==> config.mk <==
export PLATFORM = sky130hd
export DESIGN_NAME = first_move_row_run_compressor
export DESIGN_NICKNAME = d
export VERILOG_FILES = /design/src/rtl/core/fmrrc_pkg.sv /design/src/rtl/core/fmrrc_front.sv /design/src/rtl/core/fmrrc_back.sv /design/src/rtl/core/fmrrc_out_q.sv /design/src/rtl/core/first_move_row_run_compressor.sv
export SDC_FILE = /design/constraint.sdc
export NUM_CORES = 1
export LEC_CHECK = 0
export ABC_AREA = 1
export BUFFER_PORTS_ARGS = -buffer_cell sky130_fd_sc_hd__buf_2
export CORE_UTILIZATION = 35
export DETAILED_ROUTE_END_ITERATION = 8
export PLACE_DENSITY = 0.53
export SYNTH_ARGS = -nofsm -noshare
export SYNTH_HDL_FRONTEND = slang
export SYNTH_SLANG_ARGS = --single-unit
export TNS_END_PERCENT = 100
==> constraint.sdc <==
create_clock -name i_clk -period 5.8 [get_ports i_clk]
set_clock_uncertainty 0.2 [all_clocks]
set_input_delay 0.58 -clock i_clk [delete_from_list [all_inputs] [get_ports i_clk]]
set_output_delay 0.58 -clock i_clk [all_outputs]
set_load 0.02 [all_outputs]
==> src/rtl/core/fmrrc_pkg.sv <==
// ----------------------------------------------------------------------------
// fmrrc_pkg
// Shared types, constants and helper functions of the first-move row
// run compressor.
// ----------------------------------------------------------------------------
package fmrrc_pkg;

    localparam int MASK_W    = 16;
    localparam int COORD_W   = 16;
    localparam int RUN_W     = 20;
    localparam int ARC_W     = 4;
    localparam int CFG_IDX_W = 3;
    localparam int CFG_DAT_W = 16;

    // Both internal queues share one geometry.
    localparam int QUEUE_DEPTH = 4;
    localparam int QUEUE_AW    = 2;
    localparam int QUEUE_CW    = 3;

    localparam logic [MASK_W-1:0] ALL_MOVES_RST = 16'd255;
    localparam logic [MASK_W-1:0] NO_MOVE_RST   = 16'd256;

    typedef enum logic [CFG_IDX_W-1:0] {
        CFG_SOURCE_X  = 3'd0,
        CFG_SOURCE_Y  = 3'd1,
        CFG_HALF_SIDE = 3'd2,
        CFG_ALL_MOVES = 3'd3,
        CFG_NO_MOVE   = 3'd4
    } t_cfg_idx;

    typedef struct packed {
        logic [MASK_W-1:0]  move_mask;
        logic [COORD_W-1:0] node_x;
        logic [COORD_W-1:0] node_y;
        logic               last_node;
    } t_in;

    typedef struct packed {
        logic [RUN_W-1:0] run_start;
        logic [ARC_W-1:0] first_arc;
        logic             row_end;
    } t_res;

    // A classified node waiting for the run stage.
    typedef struct packed {
        logic [MASK_W-1:0] eff_mask;
        logic              last;
    } t_mid;

    // Up to two results written to the result queue in one cycle.
    // wr1 is only ever set together with wr0.
    typedef struct packed {
        logic wr0;
        logic wr1;
        t_res res0;
        t_res res1;
    } t_out_wr;

    // Index of the lowest set bit; zero for an all-zero mask.
    function automatic logic [ARC_W-1:0] lowest_bit(input logic [MASK_W-1:0] m);
        logic [ARC_W-1:0] idx;
        idx = '0;
        for (int i = MASK_W - 1; i >= 0; i--) begin
            if (m[i]) begin
                idx = ARC_W'(i);
            end
        end
        return idx;
    endfunction

endpackage

==> src/rtl/core/fmrrc_front.sv <==
// ----------------------------------------------------------------------------
// fmrrc_front
// Configuration registers, node classification and the node queue that
// feeds the run stage.
// ----------------------------------------------------------------------------
module fmrrc_front (
    input  logic                             i_clk,
    input  logic                             i_rst_n,
    input  logic                             i_cfg_valid,
    input  logic [fmrrc_pkg::CFG_IDX_W-1:0]  i_cfg_index,
    input  logic [fmrrc_pkg::CFG_DAT_W-1:0]  i_cfg_data,
    input  logic                             i_push,
    input  fmrrc_pkg::t_in                   i_item,
    output logic                             o_full,
    input  logic                             i_mid_pop,
    output logic                             o_mid_empty,
    output fmrrc_pkg::t_mid                  o_mid_item
);

    logic [fmrrc_pkg::COORD_W-1:0] r_source_x;
    logic [fmrrc_pkg::COORD_W-1:0] r_source_y;
    logic [fmrrc_pkg::COORD_W-1:0] r_half_side;
    logic [fmrrc_pkg::MASK_W-1:0]  r_all_moves;
    logic [fmrrc_pkg::MASK_W-1:0]  r_no_move;

    fmrrc_pkg::t_mid               r_mem [fmrrc_pkg::QUEUE_DEPTH];
    logic [fmrrc_pkg::QUEUE_AW-1:0] r_wr_ptr;
    logic [fmrrc_pkg::QUEUE_AW-1:0] r_rd_ptr;
    logic [fmrrc_pkg::QUEUE_CW-1:0] r_count;
    logic [fmrrc_pkg::QUEUE_CW-1:0] n_count;

    logic [fmrrc_pkg::COORD_W-1:0] dist_x;
    logic [fmrrc_pkg::COORD_W-1:0] dist_y;
    logic                          in_square;
    fmrrc_pkg::t_mid               cls_item;
    logic                          push_ok;
    logic                          pop_ok;

    always_ff @(posedge i_clk) begin
        if (!i_rst_n) begin
            r_source_x  <= '0;
            r_source_y  <= '0;
            r_half_side <= '0;
            r_all_moves <= fmrrc_pkg::ALL_MOVES_RST;
            r_no_move   <= fmrrc_pkg::NO_MOVE_RST;
        end else if (i_cfg_valid) begin
            case (i_cfg_index)
                fmrrc_pkg::CFG_SOURCE_X:  r_source_x  <= i_cfg_data;
                fmrrc_pkg::CFG_SOURCE_Y:  r_source_y  <= i_cfg_data;
                fmrrc_pkg::CFG_HALF_SIDE: r_half_side <= i_cfg_data;
                fmrrc_pkg::CFG_ALL_MOVES: r_all_moves <= i_cfg_data;
                fmrrc_pkg::CFG_NO_MOVE:   r_no_move   <= i_cfg_data;
                default: begin
                end
            endcase
        end
    end

    // Chebyshev distance test against the wildcard square.
    always_comb begin
        dist_x = (i_item.node_x >= r_source_x) ? i_item.node_x - r_source_x
                                               : r_source_x - i_item.node_x;
        dist_y = (i_item.node_y >= r_source_y) ? i_item.node_y - r_source_y
                                               : r_source_y - i_item.node_y;
        in_square = (dist_x <= r_half_side) && (dist_y <= r_half_side);

        if (in_square) begin
            cls_item.eff_mask = r_all_moves;
        end else if (i_item.move_mask == '0) begin
            cls_item.eff_mask = r_no_move;
        end else begin
            cls_item.eff_mask = i_item.move_mask;
        end
        cls_item.last = i_item.last_node;
    end

    assign o_full      = (r_count == fmrrc_pkg::QUEUE_CW'(fmrrc_pkg::QUEUE_DEPTH));
    assign o_mid_empty = (r_count == '0);
    assign push_ok     = i_push && !o_full;
    assign pop_ok      = i_mid_pop && !o_mid_empty;
    assign o_mid_item  = r_mem[r_rd_ptr];

    always_comb begin
        n_count = r_count;
        if (push_ok && !pop_ok) begin
            n_count = r_count + 1'b1;
        end else if (!push_ok && pop_ok) begin
            n_count = r_count - 1'b1;
        end
    end

    always_ff @(posedge i_clk) begin
        if (!i_rst_n) begin
            r_wr_ptr <= '0;
            r_rd_ptr <= '0;
            r_count  <= '0;
        end else begin
            r_count <= n_count;
            if (push_ok) begin
                r_wr_ptr <= r_wr_ptr + 1'b1;
            end
            if (pop_ok) begin
                r_rd_ptr <= r_rd_ptr + 1'b1;
            end
        end
    end

    always_ff @(posedge i_clk) begin
        if (push_ok) begin
            r_mem[r_wr_ptr] <= cls_item;
        end
    end

endmodule

==> src/rtl/core/fmrrc_back.sv <==
// ----------------------------------------------------------------------------
// fmrrc_back
// Run stage: folds classified nodes into the running mask and writes the
// finished runs to the result queue.
// ----------------------------------------------------------------------------
module fmrrc_back #(
    parameter int MAX_NODES = 1048576
) (
    input  logic                  i_clk,
    input  logic                  i_rst_n,
    input  logic                  i_mid_empty,
    input  fmrrc_pkg::t_mid       i_mid_item,
    output logic                  o_mid_pop,
    input  logic                  i_room,
    output fmrrc_pkg::t_out_wr    o_wr
);

    localparam int CW = $clog2(MAX_NODES);
    localparam logic [CW-1:0] LAST_IDX = CW'(MAX_NODES - 1);

    logic [CW-1:0]                r_node_count;
    logic [CW-1:0]                r_run_begin;
    logic [fmrrc_pkg::MASK_W-1:0] r_run_mask;
    logic                         r_row_started;

    logic                         take;
    logic [fmrrc_pkg::MASK_W-1:0] anded;
    logic                         brk;
    logic                         fresh;
    logic [fmrrc_pkg::MASK_W-1:0] new_mask;
    logic [CW-1:0]                new_begin;
    logic [CW-1:0]                inc_count;
    logic [CW+fmrrc_pkg::RUN_W-1:0] old_begin_ext;
    logic [CW+fmrrc_pkg::RUN_W-1:0] new_begin_ext;
    fmrrc_pkg::t_res              res_brk;
    fmrrc_pkg::t_res              res_end;

    always_comb begin
        take      = !i_mid_empty && i_room;
        anded     = r_run_mask & i_mid_item.eff_mask;
        brk       = r_row_started && (anded == '0);
        fresh     = !r_row_started || brk;
        new_mask  = fresh ? i_mid_item.eff_mask : anded;
        new_begin = fresh ? r_node_count : r_run_begin;
        inc_count = (r_node_count == LAST_IDX) ? '0 : r_node_count + 1'b1;

        old_begin_ext = {{fmrrc_pkg::RUN_W{1'b0}}, r_run_begin};
        new_begin_ext = {{fmrrc_pkg::RUN_W{1'b0}}, new_begin};

        res_brk.run_start = old_begin_ext[fmrrc_pkg::RUN_W-1:0];
        res_brk.first_arc = fmrrc_pkg::lowest_bit(r_run_mask);
        res_brk.row_end   = 1'b0;

        res_end.run_start = new_begin_ext[fmrrc_pkg::RUN_W-1:0];
        res_end.first_arc = fmrrc_pkg::lowest_bit(new_mask);
        res_end.row_end   = 1'b1;

        // A broken run goes out first; on the last node the closing run
        // follows it in the second slot.
        o_wr.wr0  = take && (brk || i_mid_item.last);
        o_wr.wr1  = take && brk && i_mid_item.last;
        o_wr.res0 = brk ? res_brk : res_end;
        o_wr.res1 = res_end;
    end

    assign o_mid_pop = take;

    always_ff @(posedge i_clk) begin
        if (!i_rst_n) begin
            r_node_count  <= '0;
            r_run_begin   <= '0;
            r_run_mask    <= '0;
            r_row_started <= 1'b0;
        end else if (take) begin
            if (i_mid_item.last) begin
                r_node_count  <= '0;
                r_run_begin   <= '0;
                r_run_mask    <= '0;
                r_row_started <= 1'b0;
            end else begin
                r_node_count  <= inc_count;
                r_run_begin   <= new_begin;
                r_run_mask    <= new_mask;
                r_row_started <= 1'b1;
            end
        end
    end

endmodule

==> src/rtl/core/fmrrc_out_q.sv <==
// ----------------------------------------------------------------------------
// fmrrc_out_q
// Result queue that takes up to two results per cycle and hands out one.
// ----------------------------------------------------------------------------
module fmrrc_out_q (
    input  logic                 i_clk,
    input  logic                 i_rst_n,
    input  fmrrc_pkg::t_out_wr   i_wr,
    output logic                 o_room,
    input  logic                 i_pop,
    output logic                 o_empty,
    output fmrrc_pkg::t_res      o_res
);

    fmrrc_pkg::t_res                r_mem [fmrrc_pkg::QUEUE_DEPTH];
    logic [fmrrc_pkg::QUEUE_AW-1:0] r_wr_ptr;
    logic [fmrrc_pkg::QUEUE_AW-1:0] r_rd_ptr;
    logic [fmrrc_pkg::QUEUE_CW-1:0] r_count;
    logic [fmrrc_pkg::QUEUE_CW-1:0] n_count;
    logic [fmrrc_pkg::QUEUE_AW-1:0] wr_ptr_1;
    logic                           pop_ok;

    assign o_empty  = (r_count == '0);
    assign o_room   = (r_count <= fmrrc_pkg::QUEUE_CW'(fmrrc_pkg::QUEUE_DEPTH - 2));
    assign pop_ok   = i_pop && !o_empty;
    assign o_res    = r_mem[r_rd_ptr];
    assign wr_ptr_1 = r_wr_ptr + 1'b1;

    always_comb begin
        n_count = r_count
                + {{(fmrrc_pkg::QUEUE_CW-1){1'b0}}, i_wr.wr0}
                + {{(fmrrc_pkg::QUEUE_CW-1){1'b0}}, i_wr.wr1}
                - {{(fmrrc_pkg::QUEUE_CW-1){1'b0}}, pop_ok};
    end

    always_ff @(posedge i_clk) begin
        if (!i_rst_n) begin
            r_wr_ptr <= '0;
            r_rd_ptr <= '0;
            r_count  <= '0;
        end else begin
            r_count <= n_count;
            if (i_wr.wr1) begin
                r_wr_ptr <= r_wr_ptr + 2'd2;
            end else if (i_wr.wr0) begin
                r_wr_ptr <= wr_ptr_1;
            end
            if (pop_ok) begin
                r_rd_ptr <= r_rd_ptr + 1'b1;
            end
        end
    end

    always_ff @(posedge i_clk) begin
        if (i_wr.wr0) begin
            r_mem[r_wr_ptr] <= i_wr.res0;
        end
        if (i_wr.wr1) begin
            r_mem[wr_ptr_1] <= i_wr.res1;
        end
    end

endmodule

==> src/rtl/core/first_move_row_run_compressor.sv <==
// ----------------------------------------------------------------------------
// first_move_row_run_compressor
// Run-length compressor for one row of a first-move table.
// ----------------------------------------------------------------------------
// Nodes of a row are pushed in index order, one per cycle unless full, each
// with its move mask, grid coordinates and a last-node flag. The front stage
// substitutes the wildcard mask for nodes inside the square around the source
// and the no-move mask for nodes with an empty mask, then writes the node into
// a four-entry queue in the same cycle it is accepted. The run stage takes one
// node per cycle from that queue whenever the four-entry result queue has room
// for two results. Each node is registered in the node queue, and its results
// in the result queue, before they are read. A node that breaks the
// running AND produces one result, and the last node of a row produces one
// or, when it also breaks the run, two; the result side drains one result per
// cycle, which sets the long-term rate when many runs are short. After the
// last node the row state clears, so the next node opens a new row at index
// zero. Configuration transactions are always taken (ready is tied high) and
// must only be issued while the block holds no pending node or result.
// ----------------------------------------------------------------------------
module first_move_row_run_compressor #(
    parameter int MAX_NODES = 1048576
) (
    input  logic                             i_clk,
    input  logic                             i_rst_n,
    // Configuration write channel.
    input  logic                             i_cfg_valid,
    output logic                             o_cfg_ready,
    input  logic [fmrrc_pkg::CFG_IDX_W-1:0]  i_cfg_index,
    input  logic [fmrrc_pkg::CFG_DAT_W-1:0]  i_cfg_data,
    // Node input, queue style.
    input  logic                             push,
    output logic                             full,
    input  fmrrc_pkg::t_in                   i_item,
    // Result output, queue style.
    output logic                             empty,
    input  logic                             pop,
    output fmrrc_pkg::t_res                  o_result
);

    logic                 mid_empty;
    logic                 mid_pop;
    fmrrc_pkg::t_mid      mid_item;
    logic                 out_room;
    fmrrc_pkg::t_out_wr   out_wr;

    // Register writes are always accepted.
    assign o_cfg_ready = 1'b1;

    fmrrc_front u_front (
        .i_clk       (i_clk),
        .i_rst_n     (i_rst_n),
        .i_cfg_valid (i_cfg_valid),
        .i_cfg_index (i_cfg_index),
        .i_cfg_data  (i_cfg_data),
        .i_push      (push),
        .i_item      (i_item),
        .o_full      (full),
        .i_mid_pop   (mid_pop),
        .o_mid_empty (mid_empty),
        .o_mid_item  (mid_item)
    );

    fmrrc_back #(
        .MAX_NODES (MAX_NODES)
    ) u_back (
        .i_clk       (i_clk),
        .i_rst_n     (i_rst_n),
        .i_mid_empty (mid_empty),
        .i_mid_item  (mid_item),
        .o_mid_pop   (mid_pop),
        .i_room      (out_room),
        .o_wr        (out_wr)
    );

    fmrrc_out_q u_out_q (
        .i_clk   (i_clk),
        .i_rst_n (i_rst_n),
        .i_wr    (out_wr),
        .o_room  (out_room),
        .i_pop   (pop),
        .o_empty (empty),
        .o_res   (o_result)
    );

endmodule
### After elaboration in Yosys (flattened, before gate mapping)

Memories as Yosys holds them, arrays and structs flattened. A register that Yosys moved wholly into a read port is not among the register bits.
Cells that the tools add are included.

| cells by class | value |
|---|---|
| $add $sub $neg | 15 |
| $lt $le $gt $ge | 5 |
| equality and inequality tests | 6 |
| muxes and demuxes | 58 |
| bitwise logic cells | 1 |
| reduce and logical (&&, ||, !) cells | 31 |

Operator list:

| operator | count |
|---|---|
| $mux W4 | 32 |
| $mux W16 | 6 |
| $mux W20 | 4 |
| $sub A16 B16 Y16 | 4 |
| $ge A16 B16 Y1 | 2 |
| $le A16 B16 Y1 | 2 |
| $logic_not A16 Y1 | 2 |
| $mux W25 | 1 |
| $add A20 B1 Y20 const B | 1 |
| $eq A20 B20 Y1 const B | 1 |
| $and A16 B16 Y16 | 1 |
| $mux W2 | 6 |
| $logic_and A1 B1 Y1 | 11 |
| $reduce_and A2 Y1 | 5 |
| $logic_not A3 Y1 | 3 |
| $add A2 B1 Y2 const B | 4 |
| $mux W1 | 7 |
| $add A3 B1 Y3 | 2 |
| $eq A3 B2 Y1 const B | 2 |
| $eq A3 B3 Y1 const B | 2 |
| $logic_not A1 Y1 | 6 |
| $mux W3 | 2 |
| $reduce_bool A2 Y1 | 2 |
| $add A3 B1 Y3 const B | 1 |
| 6 further kinds | 7 |

| word-level totals | value |
|---|---|
| flip-flop bits (word level) | 151 |
| RAM bits | 168 |
| input bits | 73 |
| output and inout port bits | 28 |
| word-level logic and storage cells | 133 |
| memories kept | 2 |

Memory list:

| memory | depth | width | read ports | clocked after memory_dff | write ports | RTL line | RTL |
|---|---|---|---|---|---|---|---|
| u_out_q.r_mem | 4 | 25 | 1 | 1 | 2 | fmrrc_out_q.sv:15 | `fmrrc_pkg::t_res r_mem [fmrrc_pkg::QUEUE_DEPTH];` |
| u_front.r_mem | 4 | 17 | 1 | 1 | 1 | fmrrc_front.sv:26 | `fmrrc_pkg::t_mid r_mem [fmrrc_pkg::QUEUE_DEPTH];` |

### Longest topological paths before layout

| depth | value |
|---|---|
| depth in word-level cells | 22 |
| depth in mapped cells | 30 |
| gate-level depth less buffers | 28 |

### Hierarchy

A second synthesis with hierarchy kept.

| second synthesis, totals | value |
|---|---|
| cells, all modules | 2699 |
| area, all modules | 19860.3 µm² |

Modules (own cells, without submodules):

| module | times used | cells each | area each (µm²) | seq. area each (µm²) |
|---|---|---|---|---|
| fmrrc_front | 1 | 1581 | 10881.7 | 3823.7 |
| fmrrc_out_q | 1 | 555 | 5511.5 | 3183.1 |
| fmrrc_back | 1 | 561 | 3455.8 | 1141.1 |
| first_move_row_run_compressor | 1 | 2 | 11.3 | 0.0 |

### Worst setup path after synthesis

No wires, ideal clock.

| timing | value |
|---|---|
| path kind | in2reg |
| from | in i_item[22] in the netlist's numbering |
| to | mem u_front.r_mem[0][12] in the netlist's numbering, data pin |
| setup time | 187 ps |
| data arrival time | 4454 ps |
| required time | 5413 ps |
| slack | 959 ps |
| cell stages on the path | 25 |
| path buffers | 3 |
| cells stage by stage | inv_1 > ha_1 > clkbuf_1 > a21oi_1 > o21a_1 > inv_1 > a21oi_1 > o31ai_1 > a21boi_0 > o21ai_0 > a21oi_1 > o21bai_1 > clkbuf_1 > mux2_2 > ha_1 > inv_1 > o21bai_1 > a221oi_1 > o221a_2 > o31ai_1 > o41ai_1 > nand2_1 > buf_1 > nor2_1 > a31oi_1 |

RTL lines:

| element | RTL line | RTL |
|---|---|---|
| start, declared | first_move_row_run_compressor.sv:33 | `input fmrrc_pkg::t_in i_item,` |
| end, declared | fmrrc_front.sv:26 |  |

==> results.py <==
metrics = {
    "synthesis": {
        "synth_edf_count": 164,
        "syn-cell-area_mm2": 0.01844,
        "async_reset_ff_share_pct": 0,
        "syn-num-nets": 2520,
        "synth_ff_type": "edfxtp_1",
        "synthCells": 2334,
        "netlist.area_leader.share_pct": 26.71,
        "synth_area_per_cell_um2": 7.899,
        "synth.area.top_cells": "edfxtp_1 27%, dfxtp_1 17%, nand2_1 9.1%",
        "synth_area_leader_cell": "edfxtp_1",
        "yosysSeqAreaShare_pct": 43.98,
        "synth-seq-cells": 323,
        "ys_types": 60,
        "ys_warn_count": 0,
    },
    "clock_network": {
        "clock_sinks": 323,
        "clkLatencyLatePin_ps": 550,
        "numCtsBuffers": 38,
        "clockBufferDepth": 3,
        "root_buffer": "clkbuf_16",
        "cts_tree": "yes",
        "h-tree-depth": 2,
        "clk_pin_slew_ps": 60,
    },
    "placed_design": {
        "io_buffers": 99,
        "placed_cell_area_mm2": 0.01959,
        "dp_hpwl_um": 38010,
        "place_ws_ps": 190.3,
        "gp_congestion": 0.9080,
    },
    "detailed_routing": {
        "ant_nets": 0,
        "vias": 16090,
        "drc": 0,
        "via_per_inst": 5.158,
        "first_pass_iters": 5,
        "drt_iter0_drc": 1019,
        "drt_wl_total_um": 53990,
        "wl_per_cell_um": 17.30,
    },
    "timing": {
        "hold_viol_final": 0,
        "fmax_mhz": 195.0,
        "min_period_ps": 5128,
        "fin_ws_ps": 671.6,
        "max-slew-margin-rel_pct": 37.08,
        "rsz0062_at_grt": "no",
        "maxSlewViolCount": 0,
        "tns_ps": 0,
        "period_share_pct": 88.42,
        "tightest_slew_ps": 942.8,
        "setup_violations": 0,
    },
    "critical_path": {
        "cpMaxStageDelayCell": "a2111oi_0",
        "start_kind": "flip-flop",
        "crit_path_end_kind": "flip-flop",
        "max_stage_delay_ps": 470,
        "cpMostUsedCell": "nand2_1",
        "cp_max_fo": 32,
        "cp.arrival_ps": 5250,
        "crit_type": "flip-flop to flip-flop",
        "required_ps": 5920,
    },
    "cells_and_area": {
        "final_util_pct": 40.44,
        "final_nets": 2598,
        "antenna_cells": 0,
        "final_cell_mix": "449 x nand2_1, 292 x inv_1, 218 x o21ai_0",
        "areaGrowthSynthToFinish_pct": 13.45,
        "postLayoutCellArea_mm2": 0.02092,
        "final_common_cell": "nand2_1",
        "fillers": 5288,
        "layout-drive-gt1-share_pct": 10.37,
    },
    "global_route": {
        "grt_pass1_wl_um": 85130,
        "antenna_found_initial": 0,
        "grt_use_total_pct": 20.18,
        "first_global_vias": 15340,
        "grt-ovfl-total": 0,
        "grt_max_degree": 56,
    },
    "floorplanning": {
        "placementRows": 83,
        "fp.dieW_um": 231.5,
        "core_mm2": 0.05172,
        "ioPinCount": 101,
        "start_util_pct": 35.65,
        "fp.dieArea_mm2": 0.05359,
        "fp.dieH_um": 231.5,
    },
    "power_and_ir_drop": {
        "p_per_area_mw_per_mm2": 432.1,
        "ir_drop_mv": 0.2324,
        "power_uw": 9038,
        "p_leak_uw": 0.008551,
    },
    "worst_hold_path": {
        "hp-class": "primary input to flip-flop",
    },
    "flow_run": {
        "cap_violations": 0,
    },
    "status": {
        "status": "completed",
    },
}
synth_stat cells (all sizes together), types with 2 or more instances:
library cell / n
a2111oi: 2
clkbuf: 71
a211oi: 2
or2: 9
a21boi: 4
mux2: 2
nor3: 14
a21o: 6
nand4: 15
o21bai: 6
o211ai: 4
o221ai: 3
a41oi: 2
o311ai: 4
nand3: 97
xor2: 24
a2bb2oi: 2
ha: 106
nor4: 5
o31ai: 6
buf: 30
inv: 313
mux2i: 4
edfxtp: 164
a221oi: 4
o21a: 5
nand2: 453
nand3b: 4
dfxtp: 159
fa: 7
o21ai: 243
o22ai: 105
xnor2: 11
a21oi: 208
nor2: 209
a31oi: 19
o2111a: 2
flip-flops by register name (all words and copies together), names as in the netlist, 3 cells and up, named ones only:
register             flops
u_out_q.r_mem          100
u_back.r_run_begin      20
u_front.r_mem           68
u_back.r_run_mask       16
u_front.r_half_side     16
u_back.r_node_count     20
u_front.r_source_x      16
u_front.r_all_moves     16
u_front.r_source_y      16
u_out_q.r_count          3
u_front.r_no_move       16
u_front.r_count          3
metrics by stage:
stage	std cells	hold WS, ps
finish	3120	52.69
global route	3120	27.58
CTS	3110	19.95
detailed placement	3042	249.0
global placement	3042	245.0
floorplan	2334	229.2
power by group:
| group | switching, µW | internal, µW | total, µW |
|---|---|---|---|
| logic | 2540 | 1070 | 3610 |
| clock network | 988 | 1420 | 2410 |
| registers | 175 | 2840 | 3010 |
| total | 3700 | 5340 | 9040 |
cell type report:
cell class | instances | area [µm²] | share of cell area (%)
Timing Repair Buffer | 139 | 820.8 | 3.924
Clock buffer | 48 | 1008 | 4.822
Tap cell | 680 | 850.8 | 4.068
Clock inverter | 20 | 231.5 | 1.107
Multi-Input combinational cell | 1596 | 8710 | 41.64
Inverter | 314 | 1186 | 5.671
Sequential cell | 323 | 8108 | 38.77
worst max-delay path: cells and delay by family, from the launching register on:
family                   cells  cell delay [ps]
AO/OA/AOI/OAI                6             1400
XOR/XNOR                     1              180
adder cells (fa/ha/maj)      2              630
buffers and inverters        5              730
flip-flops                   1              320
AND/OR/NAND/NOR             14             1420
path summary, 6_finish.rpt:
check | startpoint | to | slack [ps] | depth (start not counted)
max | u_front.r_source_y[11] | u_front.r_mem[0][4] | 670 | 28
min | i_item[0] | u_front.r_mem[1][0] | 50 | 1
max reg2reg | u_front.r_source_y[11] | u_front.r_mem[0][4] | 670 | 28
min reg2reg | u_front.r_all_moves[7] | u_front.r_all_moves[7] | 260 | 2
cells by family (layout without fill, tap and decap cells):
| family | after synthesis | after routing | synth area share (%) |
|---|---|---|---|
| multiplexers | 6 | 6 | 0.3394 |
| flip-flops | 323 | 323 | 43.98 |
| XOR/XNOR | 35 | 35 | 1.663 |
| AO/OA/AOI/OAI | 633 | 633 | 19.21 |
| adder cells (fa/ha/maj) | 113 | 113 | 7.954 |
| other | 1 | 1 | 0.02034 |
| buffers and inverters | 415 | 521 | 8.877 |
| AND/OR/NAND/NOR | 808 | 808 | 17.96 |
timing repair:
action	4_1_cts	5_1_grt
hold buffers	0	0
resized for setup	0	2
setup buffers	0	10
endpoints found under the setup margin	0	12
per-layer routing:
layer	share of wire, %	global-route usage (%)	up-vias
met5	0	0	-
met4	2.4	6.457	0
met3	4.6	2.707	80
met2	49	34.99	413
met1	44	25.77	7543
li1	-	-	8056
Note: power is estimated with default switching activity, not from simulation.
